--- config.mk ---
export PLATFORM = sky130hd
export DESIGN_NAME = evr_mac
export DESIGN_NICKNAME = d
export VERILOG_FILES = /design/src/evr_mac.sv
export SDC_FILE = /design/constraint.sdc
export NUM_CORES = 2
export LEC_CHECK = 0
export BUFFER_PORTS_ARGS = -buffer_cell sky130_fd_sc_hd__buf_2
export CAP_MARGIN = 20
export CORE_MARGIN = 3
export CORE_UTILIZATION = 55
export CTS_BUF_LIST = sky130_fd_sc_hd__clkbuf_8
export CTS_CLUSTER_DIAMETER = 150
export DETAILED_ROUTE_END_ITERATION = 10
export PLACE_DENSITY = 0.72
export SYNTH_ARGS = -nofsm -noshare
export SYNTH_HDL_FRONTEND = slang
export SYNTH_SLANG_ARGS = --single-unit
export TNS_END_PERCENT = 10
--- constraint.sdc ---
create_clock -name clk -period 10.4 [get_ports clk]
set_input_delay 0.52 -clock clk [delete_from_list [all_inputs] [get_ports clk]]
set_output_delay 0.52 -clock clk [all_outputs]
set_load 0.01 [all_outputs]
--- src/evr_mac.sv ---
`default_nettype none
// ----------------------------------------------------------------------------
// evr_mac
// Two-stage a*c + b*d with rounding and saturation to the coordinate range.
// ----------------------------------------------------------------------------
module evr_mac #(
  parameter int COORD_WIDTH    = 32,
  parameter int TRIG_FRAC_BITS = 15
) (
  input  wire                              clk,
  input  wire                              en,
  input  wire  signed [COORD_WIDTH-1:0]    a,
  input  wire  signed [TRIG_FRAC_BITS+1:0] c,
  input  wire  signed [COORD_WIDTH-1:0]    b,
  input  wire  signed [TRIG_FRAC_BITS+1:0] d,
  output logic signed [COORD_WIDTH-1:0]    res
);
  localparam int PW = COORD_WIDTH + TRIG_FRAC_BITS + 2;
  localparam int SW = PW + 1;
  localparam logic signed [SW-1:0] Hi = SW'((64'sd1 <<< (COORD_WIDTH - 1)) - 1);
  localparam logic signed [SW-1:0] Lo = -Hi - SW'(1);

  logic signed [PW-1:0] p0_r, p1_r;
  logic signed [SW-1:0] s;

  always_ff @(posedge clk) begin
    if (en) begin
      p0_r <= PW'(a) * PW'(c);
      p1_r <= PW'(b) * PW'(d);
    end
  end

  always_comb begin
    s = (SW'(p0_r) + SW'(p1_r) + (SW'(1) <<< (TRIG_FRAC_BITS - 1))) >>> TRIG_FRAC_BITS;
  end

  always_ff @(posedge clk) begin
    if (en) begin
      if (s > Hi) begin
        res <= Hi[COORD_WIDTH-1:0];
      end else if (s < Lo) begin
        res <= Lo[COORD_WIDTH-1:0];
      end else begin
        res <= s[COORD_WIDTH-1:0];
      end
    end
  end

endmodule
`default_nettype wire

==> flow_summary.ini <==
[run_status]
status = complete, no violations

[worst_setup_path]
crit_chain = buf_2, nand2_1, fa_1, fa_1, fa_1, fa_1, inv_1, fa_1, inv_1, fa_1, inv_1, ha_1, and3_1, nand3_1, a211oi_1, o21ai_1, a211oi_1, o211ai_1, a21oi_1, a41oi_1, mux2i_1, a2111oi_0
cp_max_fo = 32
end_kind = flip-flop
arrival_ns = 7.49
r2r_start = p0_r[35]$_DFFE_PP_
crit_slowest_cell = fa_1
worstSetupPathType = input pin to flip-flop
cp_common_cell = fa_1
critPathLaunchType = input pin
max_stage_delay_ns = 0.57
crit_start = d[2]
required_ns = 10.63

[job]
maxCapViolations = 0

[global_route]
globalRouteOverflowTotal = 0
grt_pass1_vias = 34122
grtUsageMet3_pct = 2.85
gr-usage-met1_pct = 33.5
use_met2_pct = 45.4
grt_max_degree = 70
gr-max-usage-layer = met2
grt_pass1_wl_um = 172000
grt.total_usage_pct = 25.9
grt_antenna_before_repair = 0

[layout]
drive_gt1_share_pct = 4.10
finalNetCount = 6135
multi_input_area_sq_mm = 0.0354
regArea_sq_mm = 0.00390
antennaDiodeCount = 0
areaGrowthSynthToFinish_pct = 3.82
fin_cells = 5731
num-fill-cells = 7009
fin_util_pct = 57.8

[placement]
dp_hpwl_um = 81700
port_buffers = 131
gp_congestion = 0.887
dp_cells = 5698

[synth]
synth_edf_count = 130
ys.flop_type = edfxtp_1
yosysSeqAreaShare_pct = 8.83
synth_area_per_cell_sq_um = 9.41
yosysTopAreaCell = fa_1
post-synth-top-count-cell = inv_1
yosys-top-cells-area = fa_1 (47%), inv_1 (9.5%), ha_1 (9.2%)
synth_nets = 6170
yosysWarningCount = 0
yosysUniqueCellTypes = 69
postSynthCellCount = 4703
synth-seq-cells = 130
syn_area_sq_mm = 0.0442
synth_top_area_share_pct = 47.2
asyncSetResetFlopFracSynth_pct = 0
synth_top_cells_by_count = inv_1 (1,123), fa_1 (1,042), nand2_1 (629)

[hold_path]
hp-class = input pin to flip-flop
hold_start = b[0]

[timing]
tns_ns = 0
fin_skew_ns = 0.0167
slew_violations = 0
tightest_slew_ns = 0.878
finalHoldViolations = 0
rsz0062_at_grt = false
post-route-min-period_ns = 7.26
fmax_ghz = 0.138
relSlewSlack_pct = 41.4
fin_crit_sh_pct = 69.8
finalSetupViolCount = 0

[cts]
root_buffer = clkbuf_8
cts_hold_buf = 0
cts_tree = built
path_clk_slew_ns = 0.10
post_cts_buffers = 0
cts_made_buffers = 17
clockBufferDepth = 2
cts_resized = 0
worstSkewPairLatency_ns = 0.46
cts_sinks = 130
cts.htree.levels = 4

[drt]
viasPerCell = 5.45
route.antenna.remaining_nets = 0
drc_errors = 0
dr.pass1.iters = 5
wl_um = 102000
vias = 31243
wire_per_inst_um = 17.8
drt-initial-drc-count = 1643

[die]
die_y_um = 290
start_util_pct = 55.7
die-area_sq_mm = 0.0839
coreArea_sq_mm = 0.0794
num_rows = 103
die_w_um = 290
ioPinCount = 132
[flip-flops by register name, indices dropped and copies added, names as in the netlist]
register  flops
p0_r         49
res          32
p1_r         49
[worst paths after layout]
path	to	slack (ns)	cells after the start
worst min register to register	res[31]$_SDFFCE_PN0P_	1.01	3
worst max-delay path	p1_r[48]$_DFFE_PP_	3.14	22
worst min-delay path	p1_r[0]$_DFFE_PP_	0.64	2
worst max register to register	res[15]$_SDFFCE_PN1P_	6.00	12
[area by class of cell]
type,instances,area share [%]
sequential,130,8.50
clock buffer,17,0.510
multi-input combinational,3260,77.0
tap,1050,2.86
timing repair buffer,135,1.54
clock inverter,15,0.379
inverter,1124,9.19
[placed cells by master, fill, tap and decap left out, types with 15 or more instances in the layout]
| cell | synthesis | layout |
|---|---|---|
| edfxtp_1 | 130 | 130 |
| ha_1 | 325 | 325 |
| xnor2_1 | 88 | 88 |
| o21bai_1 | 17 | 17 |
| nand2_1 | 629 | 629 |
| clkbuf_8 | 0 | 17 |
| nor2_1 | 111 | 111 |
| a21oi_1 | 131 | 131 |
| nor2b_1 | 19 | 19 |
| nand3_1 | 18 | 18 |
| inv_1 | 1123 | 1123 |
| nor3_1 | 15 | 15 |
| fa_1 | 1042 | 1042 |
| o21ai_0 | 63 | 63 |
| nand2b_1 | 30 | 30 |
| xor2_1 | 44 | 44 |
| a31oi_1 | 15 | 15 |
| and2_1 | 480 | 480 |
| a21o_1 | 91 | 91 |
| buf_2 | 2 | 130 |
[layer usage]
metal	share of wire (%)	wire length [um]
met4	3.9	3930
met1	39	39600
met3	5.5	5600
met5	0	0
met2	52	52600
[worst max-delay path, delay by kind of cell]
family / cells / cell delay [ns]
adders and majority gates: 7 / 3.42
muxes: 1 / 0.15
buffers and inverters: 4 / 0.66
AOI/OAI and AO/OA: 7 / 2.27
and+or+nand+nor: 3 / 0.45
[metrics by stage]
stage	setup slack (ns)	instance area [sq um]	hold WS [ns]
global placement	2.88	45500	0.933
detailed placement	2.77	45500	0.935
floorplan	3.84	44200	0.632
finish	3.14	45900	0.640
global route	2.68	45900	0.642
CTS	3.21	45900	0.623
[logic make-up after synthesis]
group           Yosys count  synth area share [%]
fa+ha+maj              1367                  56.4
simple gates           1353                  14.9
buf+inv                1313                  11.2
compound gates          405                  6.00
xor+xnor                132                  2.61
flops                   130                  8.83
mux                       3                0.0679
Power is left out: the tool's default activity adds up to more than one toggle a clock period on the data nets, which glitch-free logic cannot reach.
